--- src/hdl/crpr_pkg.sv ---
// ----------------------------------------------------------------------------
// crpr_pkg
// Types and constants shared by the capture record rewriter modules.
// ----------------------------------------------------------------------------
package crpr_pkg;

  // chunk and record geometry
  localparam int unsigned CHUNK_BYTES = 262144;
  localparam int CHUNK_CNT_W = $clog2(CHUNK_BYTES);
  localparam int HDR_BYTES   = 16;
  localparam int DATA_BYTES  = HDR_BYTES - 1;   // last header byte is pad, never kept
  localparam int HPOS_W      = $clog2(HDR_BYTES);
  localparam int COUNT_W     = 15;
  localparam logic [COUNT_W-1:0] COUNT_MAX = '1;

  // timestamp split by 10^9
  localparam int REM_W = 30;
  localparam logic [REM_W-1:0] NS_PER_SEC = 30'd1000000000;
  localparam int TS_W           = 64;
  localparam int TS_HI_W        = 29;           // 2^29 < 10^9: no quotient bits up here
  localparam int DIV_LOW_BITS   = TS_W - TS_HI_W;
  localparam int DIV_RADIX_BITS = 5;
  localparam int DIV_STEPS      = DIV_LOW_BITS / DIV_RADIX_BITS;
  localparam int DIV_STEP_W     = $clog2(DIV_STEPS);

  // request queue between front and back
  localparam int FIFO_DEPTH = 16;
  localparam int FIFO_AW    = $clog2(FIFO_DEPTH);

  typedef enum logic [1:0] {
    CMD_PASS,
    CMD_CONVERT,
    CMD_CUT
  } cmd_kind_t;

  typedef enum logic {
    DIV_IDLE,
    DIV_RUN
  } div_state_t;

  typedef logic [DATA_BYTES-1:0][7:0] hdr_bytes_t;

  typedef struct packed {
    logic [7:0] in_byte;
    logic       chunk_last;
  } in_item_t;

  typedef struct packed {
    logic [7:0]         out_byte;
    logic               last_of_run;
    logic               chunk_done;
    logic [COUNT_W-1:0] record_count;
    logic               truncated;
  } out_item_t;

  // one request per input byte that yields output
  typedef struct packed {
    cmd_kind_t          kind;
    hdr_bytes_t         data;     // pass byte in element 0, else header bytes
    logic [HPOS_W-1:0]  nbytes;   // bytes held for a cut header
    logic               done;     // closes the chunk
    logic [COUNT_W-1:0] count;
  } cmd_t;

  typedef struct packed {
    cmd_t        cmd;
    logic [31:0] sec;
    logic [31:0] nsec;
  } job_t;

endpackage

--- src/hdl/capture_record_to_pcap_rewriter_top.sv ---
// ----------------------------------------------------------------------------
// capture_record_to_pcap_rewriter_top
// Throughput: 1 byte/cycle while the request queue is not full; each header
// holds the back end in the divider, so short records fill the request queue and
// push waits. Reset: sync, no clear pass.
// ----------------------------------------------------------------------------
module capture_record_to_pcap_rewriter_top (
  input  logic                 clk,
  input  logic                 rst,
  input  logic                 push,
  output logic                 full,
  input  crpr_pkg::in_item_t   item,
  output logic                 empty,
  input  logic                 pop,
  output crpr_pkg::out_item_t  result
);

  // Front: parses the byte stream into records. Header bytes are held; a
  // byte that finishes a header, a payload byte, or a chunk end inside a
  // header becomes one request. Chunk end (flag or byte limit) clears state.
  logic            accept;
  logic            q_push, q_full, q_empty, q_pop;
  crpr_pkg::cmd_t  q_wdata, q_rdata;

  assign accept = push && !q_full;
  assign full   = q_full;

  crpr_front u_front (
    .clk    (clk),
    .rst    (rst),
    .accept (accept),
    .item   (item),
    .q_push (q_push),
    .q_data (q_wdata)
  );

  // Request queue: absorbs the divider latency so input keeps flowing while
  // a converted header is still being emitted.
  crpr_fifo u_fifo (
    .clk     (clk),
    .rst     (rst),
    .wr_en   (q_push),
    .wr_data (q_wdata),
    .full    (q_full),
    .rd_en   (q_pop),
    .rd_data (q_rdata),
    .empty   (q_empty)
  );

  // Back end, stage one: timestamp / 10^9 for header requests, a registered
  // hop for everything else. Order of requests is kept.
  logic            slot_valid, slot_take;
  crpr_pkg::job_t  slot;

  crpr_div u_div (
    .clk        (clk),
    .rst        (rst),
    .q_empty    (q_empty),
    .q_data     (q_rdata),
    .q_pop      (q_pop),
    .slot_valid (slot_valid),
    .slot       (slot),
    .slot_take  (slot_take)
  );

  // Back end, stage two: one result byte per pop; a new job loads in the
  // same cycle the last byte of the previous one is popped.
  crpr_emit u_emit (
    .clk       (clk),
    .rst       (rst),
    .job_valid (slot_valid),
    .job       (slot),
    .job_take  (slot_take),
    .empty     (empty),
    .pop       (pop),
    .result    (result)
  );

endmodule

--- src/hdl/crpr_front.sv ---
// ----------------------------------------------------------------------------
// crpr_front
// Record parser: holds header bytes, tracks payload and chunk, issues requests.
// ----------------------------------------------------------------------------
module crpr_front (
  input  logic                clk,
  input  logic                rst,
  input  logic                accept,
  input  crpr_pkg::in_item_t  item,
  output logic                q_push,
  output crpr_pkg::cmd_t      q_data
);

  logic [7:0]                         store [crpr_pkg::DATA_BYTES];
  logic [crpr_pkg::HPOS_W-1:0]        hpos, hpos_next;
  logic [15:0]                        pay_rem, pay_rem_next;
  logic                               in_payload, in_payload_next;
  logic [crpr_pkg::COUNT_W-1:0]       records, records_next;
  logic [crpr_pkg::CHUNK_CNT_W-1:0]   chunk_cnt;
  crpr_pkg::hdr_bytes_t               hdr_view;
  logic [15:0]                        cap;
  logic                               last, complete, cmd_valid;

  // header as it stands with the current byte merged in
  always_comb begin
    for (int i = 0; i < crpr_pkg::DATA_BYTES; i++) begin
      hdr_view[i] = (hpos == crpr_pkg::HPOS_W'(i)) ? item.in_byte : store[i];
    end
  end

  assign cap      = {hdr_view[9], hdr_view[8]};
  assign last     = item.chunk_last ||
                    (chunk_cnt == crpr_pkg::CHUNK_CNT_W'(crpr_pkg::CHUNK_BYTES - 1));
  assign complete = !in_payload && (hpos == crpr_pkg::HPOS_W'(crpr_pkg::HDR_BYTES - 1));

  always_comb begin
    hpos_next       = hpos;
    pay_rem_next    = pay_rem;
    in_payload_next = in_payload;
    records_next    = records;
    cmd_valid       = 1'b0;
    q_data          = '0;
    q_data.kind     = crpr_pkg::CMD_PASS;
    q_data.data[0]  = item.in_byte;
    q_data.done     = last;
    if (in_payload) begin
      cmd_valid       = 1'b1;
      pay_rem_next    = pay_rem - 16'd1;
      in_payload_next = (pay_rem != 16'd1);
    end else if (complete) begin
      cmd_valid       = 1'b1;
      q_data.kind     = crpr_pkg::CMD_CONVERT;
      q_data.data     = hdr_view;
      hpos_next       = '0;
      if (records != crpr_pkg::COUNT_MAX) begin
        records_next = records + 1'b1;
      end
      pay_rem_next    = cap;
      in_payload_next = (cap != 16'd0);
    end else begin
      hpos_next = hpos + 1'b1;
      if (last) begin
        cmd_valid     = 1'b1;
        q_data.kind   = crpr_pkg::CMD_CUT;
        q_data.data   = hdr_view;
        q_data.nbytes = hpos + 1'b1;
      end
    end
    q_data.count = records_next;
    // chunk end drops everything
    if (last) begin
      hpos_next       = '0;
      pay_rem_next    = '0;
      in_payload_next = 1'b0;
      records_next    = '0;
    end
  end

  assign q_push = accept && cmd_valid;

  always_ff @(posedge clk) begin
    if (rst) begin
      hpos       <= '0;
      pay_rem    <= '0;
      in_payload <= 1'b0;
      records    <= '0;
      chunk_cnt  <= '0;
    end else if (accept) begin
      hpos       <= hpos_next;
      pay_rem    <= pay_rem_next;
      in_payload <= in_payload_next;
      records    <= records_next;
      chunk_cnt  <= last ? '0 : chunk_cnt + 1'b1;
    end
  end

  always_ff @(posedge clk) begin
    if (accept && !in_payload && !complete) begin
      store[hpos] <= item.in_byte;
    end
  end

endmodule

--- src/hdl/crpr_fifo.sv ---
// ----------------------------------------------------------------------------
// crpr_fifo
// Request queue between parser and back end; first word shown while not empty.
// ----------------------------------------------------------------------------
module crpr_fifo (
  input  logic            clk,
  input  logic            rst,
  input  logic            wr_en,
  input  crpr_pkg::cmd_t  wr_data,
  output logic            full,
  input  logic            rd_en,
  output crpr_pkg::cmd_t  rd_data,
  output logic            empty
);

  crpr_pkg::cmd_t               slots [crpr_pkg::FIFO_DEPTH];
  logic [crpr_pkg::FIFO_AW-1:0] wptr, rptr;
  logic [crpr_pkg::FIFO_AW:0]   cnt;

  assign full    = (cnt == (crpr_pkg::FIFO_AW + 1)'(crpr_pkg::FIFO_DEPTH));
  assign empty   = (cnt == '0);
  assign rd_data = slots[rptr];

  always_ff @(posedge clk) begin
    if (rst) begin
      wptr <= '0;
      rptr <= '0;
      cnt  <= '0;
    end else begin
      if (wr_en) begin
        wptr <= wptr + 1'b1;
      end
      if (rd_en) begin
        rptr <= rptr + 1'b1;
      end
      unique case ({wr_en, rd_en})
        2'b10:   cnt <= cnt + 1'b1;
        2'b01:   cnt <= cnt - 1'b1;
        default: cnt <= cnt;
      endcase
    end
  end

  always_ff @(posedge clk) begin
    if (wr_en) begin
      slots[wptr] <= wr_data;
    end
  end

endmodule

--- src/hdl/crpr_div.sv ---
// ----------------------------------------------------------------------------
// crpr_div
// Back end stage one: splits the timestamp into seconds and nanoseconds,
// five quotient bits per cycle; other requests pass straight to the slot.
// ----------------------------------------------------------------------------
module crpr_div (
  input  logic            clk,
  input  logic            rst,
  input  logic            q_empty,
  input  crpr_pkg::cmd_t  q_data,
  output logic            q_pop,
  output logic            slot_valid,
  output crpr_pkg::job_t  slot,
  input  logic            slot_take
);

  crpr_pkg::div_state_t                state, state_next;
  crpr_pkg::cmd_t                      work;
  logic [crpr_pkg::REM_W-1:0]          rem, rem_step;
  logic [crpr_pkg::DIV_LOW_BITS-1:0]   dvd;
  logic [31:0]                         quo, quo_step;
  logic [crpr_pkg::DIV_STEP_W-1:0]     step;
  logic [crpr_pkg::TS_W-1:0]           ts;
  logic                                load_work, adv, slot_load, slot_free;
  crpr_pkg::job_t                      slot_in;

  assign ts        = q_data.data[7:0];
  assign slot_free = !slot_valid || slot_take;

  // one radix-32 digit: five restoring compare/subtract steps
  always_comb begin
    logic [crpr_pkg::REM_W-1:0]          r;
    logic [crpr_pkg::REM_W:0]            t;
    logic [crpr_pkg::DIV_RADIX_BITS-1:0] qd;
    r  = rem;
    qd = '0;
    for (int j = 0; j < crpr_pkg::DIV_RADIX_BITS; j++) begin
      t = {r, dvd[crpr_pkg::DIV_LOW_BITS-1-j]};
      if (t >= {1'b0, crpr_pkg::NS_PER_SEC}) begin
        r = crpr_pkg::REM_W'(t - {1'b0, crpr_pkg::NS_PER_SEC});
        qd[crpr_pkg::DIV_RADIX_BITS-1-j] = 1'b1;
      end else begin
        r = t[crpr_pkg::REM_W-1:0];
      end
    end
    rem_step = r;
    quo_step = {quo[31-crpr_pkg::DIV_RADIX_BITS:0], qd};
  end

  always_comb begin
    state_next = state;
    q_pop      = 1'b0;
    load_work  = 1'b0;
    adv        = 1'b0;
    slot_load  = 1'b0;
    slot_in    = '0;
    unique case (state)
      crpr_pkg::DIV_IDLE: begin
        if (!q_empty) begin
          if (q_data.kind == crpr_pkg::CMD_CONVERT) begin
            q_pop      = 1'b1;
            load_work  = 1'b1;
            state_next = crpr_pkg::DIV_RUN;
          end else if (slot_free) begin
            q_pop       = 1'b1;
            slot_load   = 1'b1;
            slot_in.cmd = q_data;
          end
        end
      end
      crpr_pkg::DIV_RUN: begin
        if (step != crpr_pkg::DIV_STEP_W'(crpr_pkg::DIV_STEPS - 1)) begin
          adv = 1'b1;
        end else if (slot_free) begin
          slot_load    = 1'b1;
          slot_in.cmd  = work;
          slot_in.sec  = quo_step;
          slot_in.nsec = 32'(rem_step);
          state_next   = crpr_pkg::DIV_IDLE;
        end
      end
      default: state_next = crpr_pkg::DIV_IDLE;
    endcase
  end

  always_ff @(posedge clk) begin
    if (rst) begin
      state      <= crpr_pkg::DIV_IDLE;
      slot_valid <= 1'b0;
    end else begin
      state <= state_next;
      if (slot_load) begin
        slot_valid <= 1'b1;
      end else if (slot_take) begin
        slot_valid <= 1'b0;
      end
    end
  end

  always_ff @(posedge clk) begin
    if (load_work) begin
      work <= q_data;
      rem  <= crpr_pkg::REM_W'(ts[crpr_pkg::TS_W-1:crpr_pkg::DIV_LOW_BITS]);
      dvd  <= ts[crpr_pkg::DIV_LOW_BITS-1:0];
      quo  <= '0;
      step <= '0;
    end else if (adv) begin
      rem  <= rem_step;
      dvd  <= dvd << crpr_pkg::DIV_RADIX_BITS;
      quo  <= quo_step;
      step <= step + 1'b1;
    end
    if (slot_load) begin
      slot <= slot_in;
    end
  end

endmodule

--- src/hdl/crpr_emit.sv ---
// ----------------------------------------------------------------------------
// crpr_emit
// Back end stage two: holds one job and walks its output bytes.
// ----------------------------------------------------------------------------
module crpr_emit (
  input  logic                 clk,
  input  logic                 rst,
  input  logic                 job_valid,
  input  crpr_pkg::job_t       job,
  output logic                 job_take,
  output logic                 empty,
  input  logic                 pop,
  output crpr_pkg::out_item_t  result
);

  crpr_pkg::job_t               cur;
  logic                         busy;
  logic [crpr_pkg::HPOS_W-1:0]  idx, n_last;
  logic [31:0]                  word, shifted;
  logic [7:0]                   byte_sel;
  logic                         is_last, fin, closing;

  // PCAP words: seconds, nanoseconds, captured length, wire length
  always_comb begin
    unique case (idx[3:2])
      2'd0:    word = cur.sec;
      2'd1:    word = cur.nsec;
      2'd2:    word = {16'b0, cur.cmd.data[9:8]};
      default: word = {16'b0, cur.cmd.data[11:10]};
    endcase
    shifted = word >> {idx[1:0], 3'b000};
  end

  always_comb begin
    unique case (cur.cmd.kind)
      crpr_pkg::CMD_CONVERT: begin
        byte_sel = shifted[7:0];
        n_last   = crpr_pkg::HPOS_W'(crpr_pkg::HDR_BYTES - 1);
      end
      crpr_pkg::CMD_CUT: begin
        byte_sel = cur.cmd.data[idx];
        n_last   = cur.cmd.nbytes - 1'b1;
      end
      default: begin
        byte_sel = cur.cmd.data[0];
        n_last   = '0;
      end
    endcase
  end

  assign is_last  = (idx == n_last);
  assign closing  = is_last && cur.cmd.done;
  assign fin      = pop && busy && is_last;
  assign job_take = job_valid && (!busy || fin);
  assign empty    = !busy;

  always_comb begin
    result.out_byte     = byte_sel;
    result.last_of_run  = is_last;
    result.chunk_done   = closing;
    result.record_count = closing ? cur.cmd.count : '0;
    result.truncated    = closing && (cur.cmd.kind == crpr_pkg::CMD_CUT);
  end

  always_ff @(posedge clk) begin
    if (rst) begin
      busy <= 1'b0;
      idx  <= '0;
    end else if (job_take) begin
      busy <= 1'b1;
      idx  <= '0;
    end else if (fin) begin
      busy <= 1'b0;
    end else if (pop && busy) begin
      idx <= idx + 1'b1;
    end
  end

  always_ff @(posedge clk) begin
    if (job_take) begin
      cur <= job;
    end
  end

endmodule

--- config.mk ---
export PLATFORM = sky130hd
export DESIGN_NAME = capture_record_to_pcap_rewriter_top
export DESIGN_NICKNAME = d
export VERILOG_FILES = /design/src/hdl/crpr_pkg.sv /design/src/hdl/capture_record_to_pcap_rewriter_top.sv /design/src/hdl/crpr_front.sv /design/src/hdl/crpr_fifo.sv /design/src/hdl/crpr_div.sv /design/src/hdl/crpr_emit.sv
export SDC_FILE = /design/constraint.sdc
export NUM_CORES = 2
export LEC_CHECK = 0
export BUFFER_PORTS_ARGS = -buffer_cell sky130_fd_sc_hd__buf_2
export CELL_PAD_IN_SITES_DETAIL_PLACEMENT = 1
export CELL_PAD_IN_SITES_GLOBAL_PLACEMENT = 1
export CORE_UTILIZATION = 56
export DETAILED_ROUTE_END_ITERATION = 12
export HOLD_SLACK_MARGIN = 0.1
export PLACE_DENSITY_LB_ADDON = 0.15
export SETUP_SLACK_MARGIN = 0.05
export SKIP_LAST_GASP = 1
export SLEW_MARGIN = 5
export SYNTH_ARGS = -nofsm -noshare
export SYNTH_HDL_FRONTEND = slang
export SYNTH_HIERARCHICAL = 1
export SYNTH_SLANG_ARGS = --single-unit
--- constraint.sdc ---
create_clock -name clk -period 28.3 [get_ports clk]
set_clock_uncertainty 0.1 [all_clocks]
set_input_delay 0 -clock clk [delete_from_list [all_inputs] [get_ports clk]]
set_output_delay 0 -clock clk [all_outputs]
set_load 0.02 [all_outputs]
* Word-level counts from Yosys, hierarchy flattened *
Memory sizes are Yosys's and may differ from the RTL's. A register that Yosys moved wholly into a read port is not among the register bits.
Cells that the tools add are included.

word-level totals
  logic and storage cells = 258
  output and inout bits = 28
  memories kept = 2
  input bits = 13
  register bits after elaboration = 723
  RAM bits = 2392

memories
  name           words  bits a word  rd ports  clocked after Yosys merged registers in  write ports  line              text
  u_fifo.slots   16     142          1         1                                        1            crpr_fifo.sv:16   crpr_pkg::cmd_t slots [crpr_pkg::FIFO_DEPTH];
  u_front.store  15     8            15        0                                        1            crpr_front.sv:14  logic [7:0] store [crpr_pkg::DATA_BYTES];

operators by class
  eq/ne operators = 29
  shift operators = 1
  bitwise logic cells = 3
  reduce and logical (&&, ||, !) cells = 33
  $lt $le $gt $ge = 6
  add/subtract/negate cells = 16
  multiplexer cells = 89

operators by type and width
  kind                    count
  $mux 142                3
  $mux 206                2
  $pmux 142 s2            1
  $mux 126                2
  $ge 31x30->1 const B    5
  $mux 30                 5
  $sub 30x30->30 const B  5
  $mux 8                  16
  $mux 122                1
  $pmux 32 s3             1
  $mux 15                 5
  $mux 35                 2
  $mux 29                 2
  $mux 16                 3
  $mux 1                  33
  $bmux 8 s4              1
  $eq 4x4->1 const B      8
  $shr 32x5->8            1
  $mux 4                  6
  $add 18x1->18 const B   1
  $eq 18x18->1 const B    1
  $mux 18                 1
  $add 4x1->4 const B     4
  $eq 4x3->1 const B      4
  other kinds (34)        64

* Depth between registers and ports, before layout *
  depth in word-level cells = 13
  gate-level depth with buffers = 40
  depth with buffers taken out = 33

* By module *
Netlist, hierarchy kept.

modules (own cells, without submodules)
  module                               cells an instance  instances  seq. area each (um2)  area an instance (um2)
  crpr_fifo                            3584               1          68565.8               85613.4
  crpr_div                             1846               1          12972.4               22152.5
  crpr_front                           954                1          4684.5                8941.1
  crpr_emit                            469                1          6286.0                8769.7
  capture_record_to_pcap_rewriter_top  1                  1          0.0                   13.8

* Worst setup path before layout *
Ideal clock, no wire load.

  path type = register to register
  from = register u_emit/cur[205] (netlist name)
  to = register, netlist name u_div/slot[0]
  cell stages (with the launch flop) = 12
  library setup time = 1053 ps
  clock period less this slack = 22734 ps
  path buffers = 1
  setup slack = 5566 ps
  data arrival time = 21581 ps
  data required time = 27147 ps
  cells stage by stage = edfxtp_1 -> ha_1 -> nor2b_1 -> buf_4 -> o211ai_1 -> and4_1 -> and3_1 -> a21o_1 -> and2_1 -> nor2b_1 -> nand2b_1 -> o21ai_0

between the ends
  word-level cells in the longest chain between the ends = 11
  elaborated cells between the ends (all ways) = 13
  those cells by class = 3 x eq/ne; 6 x mux; 4 x reduce/logical

RTL lines
  item                                             line                                       text
  start: declaration                               crpr_emit.sv:16                            crpr_pkg::job_t cur;
  start signal: assignment                         crpr_emit.sv:81                            cur <= job;
  $eq 2x2->1 / $eq 2x1->1 (equally long branches)  crpr_emit.sv:35                            unique case (cur.cmd.kind)
  $pmux 4 s2 *                                     crpr_emit.sv:35
  $eq 4x4->1 *                                     crpr_emit.sv:51                            assign is_last = (idx == n_last);
  $logic_and 1x1->1 *                              crpr_emit.sv:53                            assign fin = pop && busy && is_last;
  $logic_or 1x1->1 *                               crpr_emit.sv:54                            assign job_take = job_valid && (!busy || fin);
  $logic_and 1x1->1 *                              crpr_emit.sv:54
  named net slot_take                              capture_record_to_pcap_rewriter_top.sv:52  logic slot_valid, slot_take;
  $logic_or 1x1->1 *                               crpr_div.sv:28                             assign slot_free = !slot_valid || slot_take;
  $mux 1 *                                         crpr_div.sv:64, crpr_div.sv:74
  $mux 1                                           crpr_div.sv:60                             if (q_data.kind == crpr_pkg::CMD_CONVERT) begin
  $mux 1                                           crpr_div.sv:59                             if (!q_empty) begin
  $pmux 1 s2 *                                     crpr_div.sv:57                             unique case (state)
  named net u_div.slot_load                        crpr_div.sv:24                             logic load_work, adv, slot_load, slot_free;

Mark *: on every way through the listed nets, which the timed path passes. The rest lies on a longest branch.
A chain may end at the register's enable or synchronous reset.

* Worst setup path after layout *
  from = register u_div/rem[8] (netlist name)
  to = register u_div/rem[20] (netlist name) (data pin)

between the ends
  word-level cells in the longest chain between the ends = 12
  elaborated cells between the ends (all ways) = 17
  those cells by class = 5 x add/sub; 5 x order compare; 7 x mux

RTL lines
  item                                                   line                            text
  start: declaration                                     crpr_div.sv:19                  logic [crpr_pkg::REM_W-1:0] rem, rem_step;
  start signal: assignment                               crpr_div.sv:103                 rem <= crpr_pkg::REM_W'(ts[crpr_pkg::TS_W-1:crpr_pkg::DIV_LOW_BITS]);
  start signal: assignment                               crpr_div.sv:108                 rem <= rem_step;
  $sub 30x30->30 / $ge 31x30->1 (equally long branches)  crpr_div.sv:40, crpr_div.sv:39
  $mux 30 *                                              crpr_div.sv:39                  if (t >= {1'b0, crpr_pkg::NS_PER_SEC}) begin
  $sub 30x30->30 / $ge 31x30->1 (equally long branches)  crpr_div.sv:40, crpr_div.sv:39
  $mux 30 *                                              crpr_div.sv:39
  $sub 30x30->30 / $ge 31x30->1 (equally long branches)  crpr_div.sv:40, crpr_div.sv:39
  $mux 30 *                                              crpr_div.sv:39
  $sub 30x30->30 / $ge 31x30->1 (equally long branches)  crpr_div.sv:40, crpr_div.sv:39
  $mux 30 *                                              crpr_div.sv:39
  $sub 30x30->30 / $ge 31x30->1 (equally long branches)  crpr_div.sv:40, crpr_div.sv:39
  $mux 30 *                                              crpr_div.sv:39
  $mux 29 *                                              crpr_div.sv:107                 end else if (adv) begin
  $mux 29 *                                              crpr_div.sv:101                 if (load_work) begin

Every way passes the cells marked *; elsewhere a longest branch is shown, timed or not. The select of a mux whose other input is x is not followed.

==> results.yml <==
detailed_routing:
  vias: 70500
  wl_per_cell_microns: 35.9
  first_iter_violations: 7879
  drt_first_pass_iters: 6
  ant_nets: 0
  drcViolationCount: 0
  drt-vias-per-instance: 6.90
  routed_wl_mm: 366
global_routing:
  grt_max_degree: 147
  grt_pass1_vias: 72900
  grt_pass1_wl_mm: 521
  antenna_found_initial: 12
  overflow: 0
  track_usage_pct: 32.6
timing:
  holdWs_ns: 0.167
  drv_slew: 0
  fmax_ghz: 0.0840
  setup_tns_ns: 0
  relSlewSlack_pct: 8.54
  grt_setup_unrepaired: "false"
  fin_crit_ns: 11.91
  tightest_slew_ns: 1.37
  setup_viol: 0
  finalHoldViolations: 0
  post-route-period-util_pct: 42.1
worst_setup_path:
  worstPathArrival_ns: 12.59
  max_stage_delay_ns: 0.97
  path_buf_inv: 1
  slowest_stage: "a311oi_4"
  crit_family: "compound AO/OA/AOI/OAI gates"
  reg2reg_depth: 28
  crit_fanout: 23
  crit_required_ns: 28.98
  start_kind: "register"
  critical_path_class: "reg2reg"
  end_kind: "register"
  path_depth: 28
finish:
  drive_gt1_share_pct: 19.8
  fin_area_sq_um: 139000
  fin_nets: 7034
  utilization_pct: 62.5
  fillCellCount: 19000
  synthToLayoutAreaGrowth_pct: 10.8
  multi_input_area_sq_um: 30900
  register_area_sq_um: 92500
outcome:
  status: "completed"
clock_network:
  clk_latency_ns: 0.97
  tritoncts: "built"
  clk_pin_slew_ns: 0.06
  ctsResizeCount: 0
  cts.root.buffer_cell: "clkbuf_16"
  cts_max_level: 5
  cts_sinks: 3117
  numCtsBuffers: 325
  cts.path.max_buffers: 4
logic_synthesis:
  synth-edff-count: 3008
  synth.distinct_cells: 136
  synth.avg_cell_area_sq_um: 18.3
  async_reset_ff_share_pct: 0
  ys.warnings.count: 6
  yosys_most_used_dff: "edfxtp_1"
  synth_seq_cells: 3117
  synth_area_sq_um: 125000
  synth_seq_area_share_pct: 73.7
  synthCells: 6854
floorplan:
  initial_core_util_pct: 56.4
  die_h_microns: 475
  rows: 173
  die_x_microns: 475
  dieArea_sq_um: 226000
  core_sq_um: 223000
  pin_count: 41
power_and_ir_drop:
  p_per_area_nw_per_um2: 129
  swShare_pct: 39.4
  p_int_mw: 10.9
  power.share.clock_pct: 22.8
  ir_drop_mv: 0.279
  seqPwrFrac_pct: 34.2
  pwr-share-comb_pct: 43.1
  leakage_nw: 44.8
  switching_power_mw: 7.07
hold_path:
  holdCritPathClass: "in2reg"
  hold_depth: 3
placed_design:
  place_area_sq_um: 129000
  dp.final_hpwl_mm: 214
  gp_congestion: 0.872
  placement.io_buffers: 40
job:
  maxCapViolCount: 0
==> cell type report <==
type | instances | share of cell area, %
Sequential cell | 3117 | 66.5
Clock buffer | 398 | 6.15
Multi-Input combinational cell | 3277 | 22.2
Clock inverter | 162 | 1.01
Timing Repair Buffer | 223 | 1.24
Antenna cell | 11 | 0.0198
Inverter | 50 | 0.140
Tap cell | 2975 | 2.68
==> placed cells by master, fill, tap and decap left out, types with 15 or more instances in the layout <==
master         instances
a21o_1                20
a21oi_1              192
nand4_1               35
xnor2_1              100
nor2_1               283
buf_4                156
and3_1                84
clkinv_2              51
a22o_1               168
or3_1                 15
xor2_1                48
and2_1                18
nor3_1                53
or4_1                 18
o22ai_1              159
dlygate4sd3_1         18
clkinv_1              66
nand2_1              483
bufinv_16             23
o211ai_1              25
o21ai_0               93
and2_4                20
dfxtp_1              103
edfxtp_1            3008
mux4_2               604
buf_2                 40
clkbuf_16            330
mux2_2                26
a211oi_1              33
nor4_1                22
o31ai_1               20
nand3_1              104
mux2i_1               69
a22oi_1              154
nand2b_1              15
nor2b_1               18
clkbuf_1              64
ha_1                  26
inv_1                 44
==> synthesized netlist by cell type (35+ instances only) <==
master       n  area (sq um)
xor2_1      49           429
a21oi_1    202          1010
and2_1      37           231
buf_2       72           360
nor3_1      53           265
o22ai_1    159           995
clkbuf_1   223           837
buf_4       58           435
nand4_1     35           219
nor2_1     288          1080
nand2_1    486          1820
and3_1      84           526
o21ai_0     94           470
mux4_2     604         13600
a22o_1     168          1470
nand3_1    104           521
edfxtp_1  3008         90300
inv_1       45           169
xnor2_1    101           885
mux2i_1     69           691
a22oi_1    154          1160
dfxtp_1    109          2180
==> path summary, 6_finish.rpt <==
path,startpoint,to,slack (ns)
setup / recovery,u_div/rem[8]$_DFFE_PP_,u_div/rem[20]$_DFFE_PP_,16.39
hold / removal,item[8],u_front/store[6][7]$_DFFE_PP_,0.17
setup reg to reg,u_div/rem[8]$_DFFE_PP_,u_div/rem[20]$_DFFE_PP_,16.39
hold reg to reg,u_div/slot[186]$_DFFE_PP_,u_emit/cur[186]$_DFFE_PP_,0.28
==> registers in the layout, indices dropped and copies added, names as in the netlist, 3 cells and up, named ones only <==
signal	count
u_div/dvd	35
u_div/quo	27
u_div/rem	30
u_div/slot	204
u_div/step	3
u_div/work	142
u_emit/cur	206
u_emit/idx	4
u_fifo/cnt	5
u_fifo/rptr	4
u_fifo/slots	2272
u_fifo/wptr	4
u_front/chunk_cnt	18
u_front/hpos	4
u_front/pay_rem	16
u_front/records	15
u_front/store	120
==> worst min-delay path, stage by stage <==
cell and delay [ns]:
dlygate4sd3_1 0.53, buf_2 0.12, buf_4 0.30
==> stage by stage <==
step,cells,power (mW),worst slack [ns]
3_5_place_dp,9624,13.8,16.67
6_report,10200,17.9,16.39
3_3_place_gp,9624,13.7,16.94
4_1_cts,10200,17.9,16.59
2_1_floorplan,6855,11.6,5.57
5_1_grt,10200,18.6,15.73
==> power groups by stage <==
stage	Sequential, mW	Clock (mW)	Combinational (mW)
finish	6.13	4.09	7.72
global route	6.16	4.27	8.18
CTS	6.13	4.13	7.65
detailed placement	6.21	0	7.58
global placement	6.18	0	7.48
floorplan	6.21	0	5.38
==> timing repair <==
item                                   4_1_cts  5_1_grt
hold buffers                                18        0
buffers inserted                             0        0
endpoints found under the hold margin     1297        0
==> metal layers <==
layer  vias up  track usage, %  wire (microns)  share of wire [%]
li1      28300               -               -                  -
met1     37700            44.3          141000                 38
met2      3798            53.3          180000                 49
met3       716            5.30           30800                8.4
met4         4            12.5           14400                3.9
met5         -               0              22             0.0060
==> cells by family after synthesis <==
family / share of synthesized area [%]
other: 0.00299
adders and majority gates: 0.269
AOI/OAI and AO/OA: 6.46
and+or+nand+nor: 4.90
DFF: 73.7
xor gates and xnor gates: 1.11
buffers and inverters: 1.78
muxes: 11.8
Note: power is estimated with default switching activity, not from simulation.
